## src/design/ascii_decimal_to_fixed_parser_assert.svh

```systemverilog
// Assertion macros shared by the parser RTL.
// Users must have clk and rst_n in scope; no other dependencies.
`ifndef ASCII_DECIMAL_TO_FIXED_PARSER_ASSERT_SVH
`define ASCII_DECIMAL_TO_FIXED_PARSER_ASSERT_SVH

// Same-cycle implication, checked outside reset.
`define ADFP_ASSERT_NOW(lbl, ante, cons, msg) \
    lbl: assert property (@(posedge clk) disable iff (!rst_n) (ante) |-> (cons)) \
        else $error(msg);

// Next-cycle implication, checked outside reset.
`define ADFP_ASSERT_NEXT(lbl, ante, cons, msg) \
    lbl: assert property (@(posedge clk) disable iff (!rst_n) (ante) |=> (cons)) \
        else $error(msg);

`endif

```

## src/design/adfp_pkg.sv

```systemverilog
// Package for the ASCII decimal to fixed point parser: sizes, codes and types.
// No dependencies; used by adfp_parse_step and ascii_decimal_to_fixed_parser.
`default_nettype none

package adfp_pkg;

    // Text and fixed point format.
    localparam int MAX_TEXT    = 31;
    localparam int FRAC_DIGITS = 4;

    localparam int BC_W    = $clog2(MAX_TEXT + 1);
    localparam int FC_W    = $clog2(FRAC_DIGITS + 1);
    localparam int ACC_W   = 24;
    // Room for acc * 10 plus one weighted digit before saturation.
    localparam int SUM_W   = ACC_W + 4;
    localparam int STATUS_W = 3;

    localparam logic [ACC_W-1:0] ACC_MAX = '1;

    // Configuration register indexes.
    localparam int CFG_IDX_W = 2;
    localparam logic [CFG_IDX_W-1:0] CFG_MIN     = 2'd0;
    localparam logic [CFG_IDX_W-1:0] CFG_MAX     = 2'd1;
    localparam logic [CFG_IDX_W-1:0] CFG_DEFAULT = 2'd2;

    localparam logic [ACC_W-1:0] MIN_RESET     = 24'd0;
    localparam logic [ACC_W-1:0] MAX_RESET     = 24'd100000;
    localparam logic [ACC_W-1:0] DEFAULT_RESET = 24'd10000;

    // Character codes.
    localparam logic [7:0] CH_NUL   = 8'h00;
    localparam logic [7:0] CH_TAB   = 8'h09;
    localparam logic [7:0] CH_LF    = 8'h0A;
    localparam logic [7:0] CH_CR    = 8'h0D;
    localparam logic [7:0] CH_SPACE = 8'h20;
    localparam logic [7:0] CH_POINT = 8'h2E;
    localparam logic [7:0] CH_ZERO  = 8'h30;
    localparam logic [7:0] CH_NINE  = 8'h39;

    typedef enum logic [2:0] {
        PH_LEAD  = 3'd0,
        PH_INT   = 3'd1,
        PH_FRAC  = 3'd2,
        PH_TRAIL = 3'd3,
        PH_END   = 3'd4,
        PH_BAD   = 3'd5
    } phase_t;

    typedef enum logic [STATUS_W-1:0] {
        ST_OK        = 3'd0,
        ST_NO_DIGIT  = 3'd1,
        ST_STRAY     = 3'd2,
        ST_RANGE     = 3'd3,
        ST_XFER_FAIL = 3'd4
    } status_t;

    // Parse state carried from one byte to the next.
    typedef struct packed {
        phase_t            phase;
        logic [ACC_W-1:0]  acc;
        logic [FC_W-1:0]   frac_cnt;
        logic              seen_digit;
        logic              overflowed;
        logic [BC_W-1:0]   byte_cnt;
    } parse_state_t;

    // Power of ten, for constant arguments only.
    function automatic logic [SUM_W-1:0] ten_pow(input int n);
        logic [SUM_W-1:0] v;
        v = SUM_W'(1);
        for (int i = 0; i < n; i++) begin
            v = v * SUM_W'(10);
        end
        return v;
    endfunction

    // Weight of the fraction digit at the given position (0 is tenths).
    function automatic logic [SUM_W-1:0] frac_weight(input logic [FC_W-1:0] fc);
        logic [SUM_W-1:0] w;
        w = '0;
        for (int i = 0; i < FRAC_DIGITS; i++) begin
            if (fc == FC_W'(i)) begin
                w = ten_pow(FRAC_DIGITS - 1 - i);
            end
        end
        return w;
    endfunction

endpackage

`default_nettype wire

```

## src/design/adfp_parse_step.sv

```systemverilog
// One byte step of the decimal parser: next phase, accumulator and counters.
// Pure combinational logic; depends on adfp_pkg.
`default_nettype none

module adfp_parse_step (
    input  wire adfp_pkg::parse_state_t cur,
    input  wire logic [7:0]             text_byte,
    output adfp_pkg::parse_state_t      nxt
);

    logic                         take;
    logic                         active;
    logic                         is_digit;
    logic                         is_blank;
    logic                         is_point;
    logic                         is_nul;
    logic [3:0]                   digit;
    logic                         int_add;
    logic                         frac_add;
    logic [adfp_pkg::SUM_W-1:0]   sum;
    adfp_pkg::phase_t             phase_next;

    // Character classes.
    assign is_digit = (text_byte >= adfp_pkg::CH_ZERO) && (text_byte <= adfp_pkg::CH_NINE);
    assign is_blank = (text_byte == adfp_pkg::CH_SPACE) || (text_byte == adfp_pkg::CH_CR)
                   || (text_byte == adfp_pkg::CH_LF) || (text_byte == adfp_pkg::CH_TAB);
    assign is_point = (text_byte == adfp_pkg::CH_POINT);
    assign is_nul   = (text_byte == adfp_pkg::CH_NUL);
    assign digit    = 4'(text_byte - adfp_pkg::CH_ZERO);

    // Only the first MAX_TEXT bytes count; a finished or failed parse ignores the rest.
    assign take   = (cur.byte_cnt < adfp_pkg::BC_W'(adfp_pkg::MAX_TEXT));
    assign active = take && (cur.phase != adfp_pkg::PH_END)
                 && (cur.phase != adfp_pkg::PH_BAD) && !is_nul;

    // Next phase.
    always_comb
    begin
        phase_next = cur.phase;
        if (take && (cur.phase != adfp_pkg::PH_END) && (cur.phase != adfp_pkg::PH_BAD))
        begin
            if (is_nul)
            begin
                phase_next = adfp_pkg::PH_END;
            end
            else
            begin
                unique case (cur.phase)
                    adfp_pkg::PH_LEAD, adfp_pkg::PH_INT:
                    begin
                        if (is_digit)
                            phase_next = adfp_pkg::PH_INT;
                        else if (is_point)
                            phase_next = adfp_pkg::PH_FRAC;
                        else if (is_blank)
                            phase_next = (cur.phase == adfp_pkg::PH_INT) ?
                                         adfp_pkg::PH_TRAIL : adfp_pkg::PH_LEAD;
                        else
                            phase_next = adfp_pkg::PH_BAD;
                    end
                    adfp_pkg::PH_FRAC:
                    begin
                        if (is_blank)
                            phase_next = adfp_pkg::PH_TRAIL;
                        else if (!is_digit)
                            phase_next = adfp_pkg::PH_BAD;
                    end
                    default:
                    begin
                        if (!is_blank)
                            phase_next = adfp_pkg::PH_BAD;
                    end
                endcase
            end
        end
    end

    // Digit accumulation: integer digits shift the value up one decade,
    // fraction digits add at their own weight.
    assign int_add  = active && is_digit
                   && ((cur.phase == adfp_pkg::PH_LEAD) || (cur.phase == adfp_pkg::PH_INT));
    assign frac_add = active && is_digit && (cur.phase == adfp_pkg::PH_FRAC)
                   && (cur.frac_cnt < adfp_pkg::FC_W'(adfp_pkg::FRAC_DIGITS));

    always_comb
    begin
        if (int_add)
            sum = adfp_pkg::SUM_W'(cur.acc) * adfp_pkg::SUM_W'(10)
                + adfp_pkg::SUM_W'(digit) * adfp_pkg::ten_pow(adfp_pkg::FRAC_DIGITS);
        else
            sum = adfp_pkg::SUM_W'(cur.acc)
                + adfp_pkg::SUM_W'(digit) * adfp_pkg::frac_weight(cur.frac_cnt);
    end

    // Datapath outputs.
    always_comb
    begin
        nxt            = cur;
        nxt.phase      = phase_next;
        if (take)
            nxt.byte_cnt = cur.byte_cnt + adfp_pkg::BC_W'(1);
        if (active && is_digit && ((cur.phase == adfp_pkg::PH_LEAD)
            || (cur.phase == adfp_pkg::PH_INT) || (cur.phase == adfp_pkg::PH_FRAC)))
            nxt.seen_digit = 1'b1;
        if (frac_add)
            nxt.frac_cnt = cur.frac_cnt + adfp_pkg::FC_W'(1);
        if (int_add || frac_add)
        begin
            if (sum > adfp_pkg::SUM_W'(adfp_pkg::ACC_MAX))
            begin
                nxt.acc        = adfp_pkg::ACC_MAX;
                nxt.overflowed = 1'b1;
            end
            else
            begin
                nxt.acc = sum[adfp_pkg::ACC_W-1:0];
            end
        end
    end

endmodule

`default_nettype wire

```

## src/design/ascii_decimal_to_fixed_parser.sv

```systemverilog
// Top level of the ASCII decimal to fixed point parser.
// Depends on adfp_pkg, adfp_parse_step and ascii_decimal_to_fixed_parser_assert.svh.
//
//   Channel  | Handshake             | Carries
//   ---------+-----------------------+------------------------------------------
//   in       | in_valid / in_stall   | text_byte, last, transfer_ok
//   out      | out_valid / out_stall | status, parsed_value, layer_value, held_valid
//   cfg      | cfg_write             | cfg_index, cfg_data
//
// One byte is accepted every cycle unless in_stall is high; a byte is held in the input
// register, where the parse step updates the state, and a last byte's result is then
// written to the output register.
// Reset clears the parse state, the held value and both valid flags.
// A stalled result holds the output register; a last byte then waits in the input
// register and in_stall rises. Bytes that are not last never wait.
`default_nettype none

module ascii_decimal_to_fixed_parser (
    input  wire logic                                  clk,
    input  wire logic                                  rst_n,
    input  wire logic                                  in_valid,
    output logic                                       in_stall,
    input  wire logic [7:0]                            text_byte,
    input  wire logic                                  last,
    input  wire logic                                  transfer_ok,
    output logic                                       out_valid,
    input  wire logic                                  out_stall,
    output logic [adfp_pkg::STATUS_W-1:0]              status,
    output logic [adfp_pkg::ACC_W-1:0]                 parsed_value,
    output logic [adfp_pkg::ACC_W-1:0]                 layer_value,
    output logic                                       held_valid,
    input  wire logic                                  cfg_write,
    input  wire logic [adfp_pkg::CFG_IDX_W-1:0]        cfg_index,
    input  wire logic [adfp_pkg::ACC_W-1:0]            cfg_data
);

`include "ascii_decimal_to_fixed_parser_assert.svh"

    logic [adfp_pkg::ACC_W-1:0]   min_reg;
    logic [adfp_pkg::ACC_W-1:0]   max_reg;
    logic [adfp_pkg::ACC_W-1:0]   default_reg;

    logic                         s1_valid_reg;
    logic [7:0]                   s1_byte_reg;
    logic                         s1_last_reg;
    logic                         s1_ok_reg;

    adfp_pkg::parse_state_t       state_reg;
    adfp_pkg::parse_state_t       step_state;
    adfp_pkg::parse_state_t       state_next;

    logic [adfp_pkg::ACC_W-1:0]   held_value_reg;
    logic                         held_flag_reg;
    logic [adfp_pkg::ACC_W-1:0]   held_value_next;
    logic                         held_flag_next;

    logic                         out_valid_reg;
    adfp_pkg::status_t            out_status_reg;
    logic [adfp_pkg::ACC_W-1:0]   out_parsed_reg;
    logic [adfp_pkg::ACC_W-1:0]   out_layer_reg;
    logic                         out_held_reg;

    logic                         in_accept;
    logic                         out_free;
    logic                         s1_adv;
    logic                         s1_done;
    adfp_pkg::status_t            status_next;
    logic [adfp_pkg::ACC_W-1:0]   layer_next;

    // Configuration registers.
    always_ff @(posedge clk or negedge rst_n)
    begin
        if (!rst_n)
        begin
            min_reg     <= adfp_pkg::MIN_RESET;
            max_reg     <= adfp_pkg::MAX_RESET;
            default_reg <= adfp_pkg::DEFAULT_RESET;
        end
        else if (cfg_write)
        begin
            if (cfg_index == adfp_pkg::CFG_MIN)
                min_reg <= cfg_data;
            if (cfg_index == adfp_pkg::CFG_MAX)
                max_reg <= cfg_data;
            if (cfg_index == adfp_pkg::CFG_DEFAULT)
                default_reg <= cfg_data;
        end
    end

    // Handshake: a byte leaves the input register unless it is a last byte
    // and the output register is still occupied.
    assign out_free  = !out_valid_reg || !out_stall;
    assign s1_adv    = s1_valid_reg && (!s1_last_reg || out_free);
    assign s1_done   = s1_adv && s1_last_reg;
    assign in_stall  = s1_valid_reg && !s1_adv;
    assign in_accept = in_valid && !in_stall;

    // Input register.
    always_ff @(posedge clk or negedge rst_n)
    begin
        if (!rst_n)
            s1_valid_reg <= 1'b0;
        else if (in_accept)
            s1_valid_reg <= 1'b1;
        else if (s1_adv)
            s1_valid_reg <= 1'b0;
    end

    always_ff @(posedge clk)
    begin
        if (in_accept)
        begin
            s1_byte_reg <= text_byte;
            s1_last_reg <= last;
            s1_ok_reg   <= transfer_ok;
        end
    end

    // Parse step on the registered byte.
    adfp_parse_step u_step (
        .cur       (state_reg),
        .text_byte (s1_byte_reg),
        .nxt       (step_state)
    );

    // Judge the body on its last byte.
    always_comb
    begin
        priority if (!s1_ok_reg)
            status_next = adfp_pkg::ST_XFER_FAIL;
        else if (!step_state.seen_digit)
            status_next = adfp_pkg::ST_NO_DIGIT;
        else if (step_state.phase == adfp_pkg::PH_BAD)
            status_next = adfp_pkg::ST_STRAY;
        else if (step_state.overflowed || (step_state.acc < min_reg)
                 || (step_state.acc > max_reg))
            status_next = adfp_pkg::ST_RANGE;
        else
            status_next = adfp_pkg::ST_OK;
    end

    // Held value and next parse state; a finished body restarts the parse.
    always_comb
    begin
        held_value_next = held_value_reg;
        held_flag_next  = held_flag_reg;
        state_next      = state_reg;
        if (s1_adv)
        begin
            state_next = step_state;
            if (s1_last_reg)
            begin
                state_next = '{phase: adfp_pkg::PH_LEAD, default: '0};
                if (status_next == adfp_pkg::ST_OK)
                begin
                    held_value_next = step_state.acc;
                    held_flag_next  = 1'b1;
                end
            end
        end
        layer_next = held_flag_next ? held_value_next : default_reg;
    end

    always_ff @(posedge clk or negedge rst_n)
    begin
        if (!rst_n)
        begin
            state_reg      <= '{phase: adfp_pkg::PH_LEAD, default: '0};
            held_value_reg <= '0;
            held_flag_reg  <= 1'b0;
        end
        else
        begin
            state_reg      <= state_next;
            held_value_reg <= held_value_next;
            held_flag_reg  <= held_flag_next;
        end
    end

    // Result register.
    always_ff @(posedge clk or negedge rst_n)
    begin
        if (!rst_n)
            out_valid_reg <= 1'b0;
        else if (s1_done)
            out_valid_reg <= 1'b1;
        else if (!out_stall)
            out_valid_reg <= 1'b0;
    end

    always_ff @(posedge clk)
    begin
        if (s1_done)
        begin
            out_status_reg <= status_next;
            out_parsed_reg <= step_state.acc;
            out_layer_reg  <= layer_next;
            out_held_reg   <= held_flag_next;
        end
    end

    assign out_valid    = out_valid_reg;
    assign status       = out_status_reg;
    assign parsed_value = out_parsed_reg;
    assign layer_value  = out_layer_reg;
    assign held_valid   = out_held_reg;

    // Checks on the parse and result logic.
    `ADFP_ASSERT_NOW(a_sat_acc, state_reg.overflowed, state_reg.acc == adfp_pkg::ACC_MAX, "overflowed accumulator is not saturated")
    `ADFP_ASSERT_NOW(a_byte_cnt, 1'b1, state_reg.byte_cnt <= adfp_pkg::BC_W'(adfp_pkg::MAX_TEXT), "byte count past text limit")
    `ADFP_ASSERT_NOW(a_frac_cnt, 1'b1, state_reg.frac_cnt <= adfp_pkg::FC_W'(adfp_pkg::FRAC_DIGITS), "fraction count past digit limit")
    `ADFP_ASSERT_NEXT(a_clear, s1_done, (state_reg.byte_cnt == '0) && (state_reg.phase == adfp_pkg::PH_LEAD), "parse state not cleared after last byte")
    `ADFP_ASSERT_NOW(a_ok_held, out_valid_reg && (out_status_reg == adfp_pkg::ST_OK), out_held_reg && (out_layer_reg == out_parsed_reg), "accepted value not held")
    `ADFP_ASSERT_NOW(a_stall_cause, in_stall, s1_valid_reg && s1_last_reg && out_valid_reg, "input stalled without a waiting result")

endmodule

`default_nettype wire

```

## config.mk

```make
export PLATFORM = sky130hd
export DESIGN_NAME = ascii_decimal_to_fixed_parser
export DESIGN_NICKNAME = d
export VERILOG_FILES = /design/src/design/adfp_pkg.sv /design/src/design/adfp_parse_step.sv /design/src/design/ascii_decimal_to_fixed_parser.sv
export VERILOG_INCLUDE_DIRS = /design/src /design/src/design
export SDC_FILE = /design/constraint.sdc
export NUM_CORES = 1
export LEC_CHECK = 0
export ABC_AREA = 1
export BUFFER_PORTS_ARGS = -buffer_cell sky130_fd_sc_hd__clkbuf_2
export CAP_MARGIN = 20
export CORE_MARGIN = 2
export CORE_UTILIZATION = 35
export DETAILED_ROUTE_END_ITERATION = 16
export HOLD_SLACK_MARGIN = 0.12
export SYNTH_ARGS = -nofsm -noshare
export SYNTH_HDL_FRONTEND = slang
export SYNTH_SLANG_ARGS = --single-unit
```

## constraint.sdc

```tcl
create_clock -name clk -period 13.3 [get_ports clk]
set_input_delay 1.995 -clock clk [delete_from_list [all_inputs] [get_ports clk]]
set_output_delay 1.995 -clock clk [all_outputs]
set_load 0.05 [all_outputs]
```

**After elaboration in Yosys (flattened, before gate mapping)**

Index checks and enable logic that the tools add are counted.

- Register bits after elaboration: 198
- Word-level logic and storage cells: 133

- $add $sub $neg: 5
- $mul: 3
- $lt $le $gt $ge: 7
- Equal/unequal tests: 16
- Muxes and demuxes: 39
- Reduce and logical (&&, ||, !) cells: 43

Operators by type and width:

| kind | number |
|---|---|
| 24-bit 2-to-1 mux | 6 |
| 28-bit 2-to-1 mux | 2 |
| 10-bit 2-to-1 mux | 4 |
| 37-bit 2-to-1 mux | 1 |
| 3-bit 2-to-1 mux | 10 |
| 24-bit by 28-bit adder with 28-bit output | 1 |
| 28-bit by 18-bit adder with 28-bit output | 1 |
| 28-bit by 24-bit > comparator with 1-bit output, second input constant | 1 |
| 4-bit by 28-bit multiplier with 28-bit output | 1 |
| 24-bit by 3-bit multiplier with 27-bit output, second input constant | 1 |
| 8-bit by 4-bit == test with 1-bit output, second input constant | 3 |
| 24-bit > comparator | 1 |
| 24-bit less-than comparator | 1 |
| 8-bit by 6-bit == test with 1-bit output, second input constant | 2 |
| 4-bit by 10-bit multiplier with 14-bit output, second input constant | 1 |
| 1-bit logical AND | 13 |
| 1-bit logical OR | 10 |
| 1-bit 2-to-1 mux | 10 |
| 2-bit AND reduction | 5 |
| 3-bit by 2-bit == test with 1-bit output, second input constant | 3 |
| 3-bit zero test | 3 |
| 8-bit by 6-bit >= comparator with 1-bit output, second input constant | 1 |
| 8-bit by 6-bit <= comparator with 1-bit output, second input constant | 1 |
| 8-bit zero test | 1 |
| 18 further kinds | 30 |

**Logic depth before layout (Yosys ltp)**

- Depth after elaboration: 25
- Depth in mapped cells: 51

**Hierarchy**

A second synthesis with hierarchy kept.

- Cell total of the unflattened synthesis: 1990
- Area total of the unflattened synthesis: 15235.9 um2

By module, submodules not included:

| module | times used | cells each | area an instance (um2) | seq. area each (um2) |
|---|---|---|---|---|
| ascii_decimal_to_fixed_parser | 1 | 933 | 8889.8 | 5278.8 |
| adfp_parse_step | 1 | 1057 | 6346.1 | 0.0 |

**Least setup slack after synthesis**

No wires, ideal clock.

- Path type: reg-to-reg
- Start: register state_reg[8] in the netlist's numbering
- End: register out_layer_reg, in the netlist layer_value[3], data pin
- Library setup time: 0.253 ns
- Data arrival time: 7.561 ns
- Required time: 13.047 ns
- Setup slack: 5.486 ns
- Stages on the path, launching flop included: 44
- Period minus slack after synthesis: 7.814 ns
- Cells stage by stage: dfrtp_1 -> ha_1 -> ha_1 -> nor2_1 -> inv_1 -> nor2_1 -> inv_1 -> nor2_1 -> inv_1 -> fa_1 -> inv_1 -> fa_1 -> inv_1 -> fa_1 -> inv_1 -> ha_1 -> a21oi_1 -> o21ai_0 -> [8 not listed] -> o21ai_0 -> inv_1 -> ha_1 -> nand2_1 -> or4_1 -> nor4b_1 -> nand3_1 -> nor2_1 -> a21oi_1 -> a21oi_1 -> nand3_1 -> nand2_2 -> nand2_1 -> o21bai_4 -> inv_2 -> buf_6 -> nand2_1 -> nand2_1

RTL lines:

| item | line | RTL |
|---|---|---|
| from (decl) | ascii_decimal_to_fixed_parser.sv:48 | `adfp_pkg::parse_state_t state_reg;` |
| from (signal assigned) | ascii_decimal_to_fixed_parser.sv:174 | `state_reg <= state_next;` |
| to (signal assigned) | ascii_decimal_to_fixed_parser.sv:197 | `out_layer_reg <= layer_next;` |
| to (decl) | ascii_decimal_to_fixed_parser.sv:60 | `logic [adfp_pkg::ACC_W-1:0] out_layer_reg;` |

==> key figures <==
Run status
  • Outcome: complete, no violations

Route
  • DR vias/cell: 4.88
  • Residual DRC: 0
  • Pre-antenna DRT Iters: 5
  • Initial DRC Count: 828
  • Vias: 12026
  • Routed WL: 38.7 mm
  • Post-route ant nets: 0
  • Routed length per instance: 15.7 um

STA
  • Setup TNS: 0 ps
  • Fmax: 101 MHz
  • RSZ-0062 raised after global routing: false
  • Hold Slack: 485 ps
  • Final Critical Period: 9910 ps
  • Final period utilization: 74.5%
  • Slew Viols, Final: 0
  • Worst-margin pin slew: 896 ps
  • Max-slew headroom: 39.9%
  • Hold Violations, Final: 0
  • Endpoints failing setup: 0
  • Clk_skew: 13.7 ps

Finish
  • Max reg flops: 37
  • Area grow syn2layout: 11.0%
  • Share of layout cells above drive strength 1: 9.22%
  • Commonest cells after routing, fill and taps aside: nand2_1, inv_1, ha_1
  • Fill cells: 4187
  • Most common cell after layout, fill and taps aside: nand2_1
  • Finished Cell Area: 16000 um^2
  • N_diodes: 0
  • Nets@finish: 2147
  • Non-filler cells, final: 2463

Placed design
  • Area post-placement: 15500 um^2
  • Placed Cells: 2431
  • IO Port Bufs: 94
  • DP Wirelength: 30.7 mm
  • GP Congestion: 0.898

Floorplanning
  • Row count: 74
  • Placeable Area: 40700 um^2
  • Chip Height: 207 um
  • Die area: 42900 um^2
  • Starting density of the core: 35.4%
  • Die Wd: 207 um
  • Ports: 95

Clock network
  • Clk Latency, worst-skew pair: 440 ps
  • Worst-path clk slew: 80 ps
  • CTS max path bufs: 2
  • Post-CTS Hold Buffers: 0
  • H-tree Lvls: 4
  • Post-cts gate resize count: 0
  • Clk sinks: 198
  • Root Buffer: clkbuf_16
  • Buffer count from post-CTS setup fixing: 0
  • Num CTS Buffers: 17
  • CTS tree: done

Setup path
  • Crit path kind: flip-flop to flip-flop
  • Most Frequent Cell on Critical Path: nand2_1
  • Worst path slowest cell: o21bai_4
  • Register-to-register setup slack: 3390 ps
  • Crit start category: flip-flop
  • Element type at the critical path end: flip-flop
  • FF-to-FF End: layer_value[2]
  • Worst reg2reg path startpoint: state_reg[8]
  • Cells on worst reg2reg path: 42
  • CP peak stage delay: 660 ps
  • CP max FO: 27
  • Critical Path AT: 10100 ps
  • Data required, critical path: 13490 ps

Logic synthesis
  • Largest cells by area after synthesis: dfrtp_1, ha_1, edfxtp_1
  • Mapped Avg Cell Area: 7.88 um^2
  • Top FF cell, synth: dfrtp_1
  • Gate Count Post-Synth: 1832
  • Synth Cell Area: 14400 um^2
  • Number of synthesized flops with an enable pin: 62
  • Cell variety after synth: 55
  • Seq/Total Area, Yosys: 36.6%
  • YS warnings: 0
  • #FFs+latches synth: 198
  • Dominant cell type by area after synthesis: dfrtp_1
  • Yosys top cell area share: 21.7%
  • Post-synthesis async set-or-reset flop share: 68.7%
  • Synthesized Nets: 2061

Pwr
  • Combinational group share of total power: 35.1%
  • Switching power: 0.744 mW
  • Cell-internal power: 1.21 mW
  • Largest vdd supply drop: 0.0755 mV
  • Clk pwr share: 25.8%
  • Sw Ratio: 38.1%
  • Leak pwr: 8.38 nW
  • Power per cell area: 122 nW/um^2
  • Share of power burned in registers: 39.1%

Worst hold path
  • Tightest Hold Check Type: flip-flop to flip-flop
  • Worst Hold Path EP: min_reg[4]
  • Hold path cells: 2
  • HP Start: min_reg[4]

Global routing
  • Initial antenna violation count: 0
  • Vias in the first global route: 11878
  • First-pass GRT wire length: 62.8 mm
  • Largest net degree at the start of global routing: 85
  • Total track usage: 18.2%
  • GR Overflow Total: 0

Job
  • Max-Cap Viols: 0
## area by class of cell
type	instances	area [um^2]	area share (%)
multi-input combinational	1256	7700	48.0
timing repair buffer	101	529	3.30
sequential	198	5280	32.9
tap	532	666	4.15
clock buffer	18	429	2.68
clock inverter	14	133	0.828
inverter	344	1290	8.06
## per-stage QoR
stage	power [mW]	setup slack, ps	util, %
after floorplan	1.28	5490	-
after global placement	1.45	3870	38.0
after detailed placement	1.46	3440	38.0
after CTS	1.97	3380	39.3
after global routing	2.09	2460	39.3
final	1.95	3390	39.3
## cells by family after synthesis
kind of cell / share of synthesized area (%)
xor gates and xnor gates: 2.31
adders and majority gates: 17.8
and+or+nand+nor: 21.1
buffers and inverters: 10.1
AOI/OAI and AO/OA: 12.0
muxes: 0.0780
DFF: 36.6
## critical path, delay by kind of cell, from the launching register on
kind / cells / cell delay, ps
simple gates: 20 / 3680
fa+ha+maj: 7 / 2690
compound gates: 7 / 1720
buf+inv: 8 / 1080
flops: 1 / 440
## cell usage after synthesis, drive strengths merged, types with 6 or more instances
library cell  instances
nand2               456
inv                 340
ha                  159
o21ai               139
dfrtp               125
nor2                103
a21oi                94
nand3                88
edfxtp               62
and2                 30
o22ai                30
fa                   29
clkbuf               25
xor2                 21
xnor2                17
nand4                16
nor3                 12
dfstp                11
buf                   9
a211oi                6
a31oi                 6
o211ai                6
## metal layers
metal	wire, um	up-vias	GRT usage [%]
li1	-	6091	-
met1	18900	5616	25.7
met5	0	-	0
met4	896	0	5.15
met2	17300	275	29.2
met3	1730	44	2.59
## power by group through the flow
stage	Sequential, mW	Combinational, mW	Clock, mW
4_1_cts	0.764	0.690	0.513
6_report	0.764	0.687	0.504
2_1_floorplan	0.808	0.469	0
5_1_grt	0.773	0.784	0.534
3_5_place_dp	0.776	0.684	0
3_3_place_gp	0.775	0.677	0
## how the worst max path moves through the flow
stage                  from              to  slack [ps]  cells after the start
6_report       state_reg[8]  layer_value[2]        3390                     42
5_1_grt        state_reg[8]  layer_value[2]        2460                     42
4_1_cts        state_reg[8]  layer_value[2]        3380                     42
3_5_place_dp   state_reg[8]  layer_value[2]        3440                     42
3_3_place_gp   state_reg[8]  layer_value[3]        3870                     42
2_1_floorplan  state_reg[8]  layer_value[3]        5490                     43
Note: power is estimated with default switching activity, not from simulation.
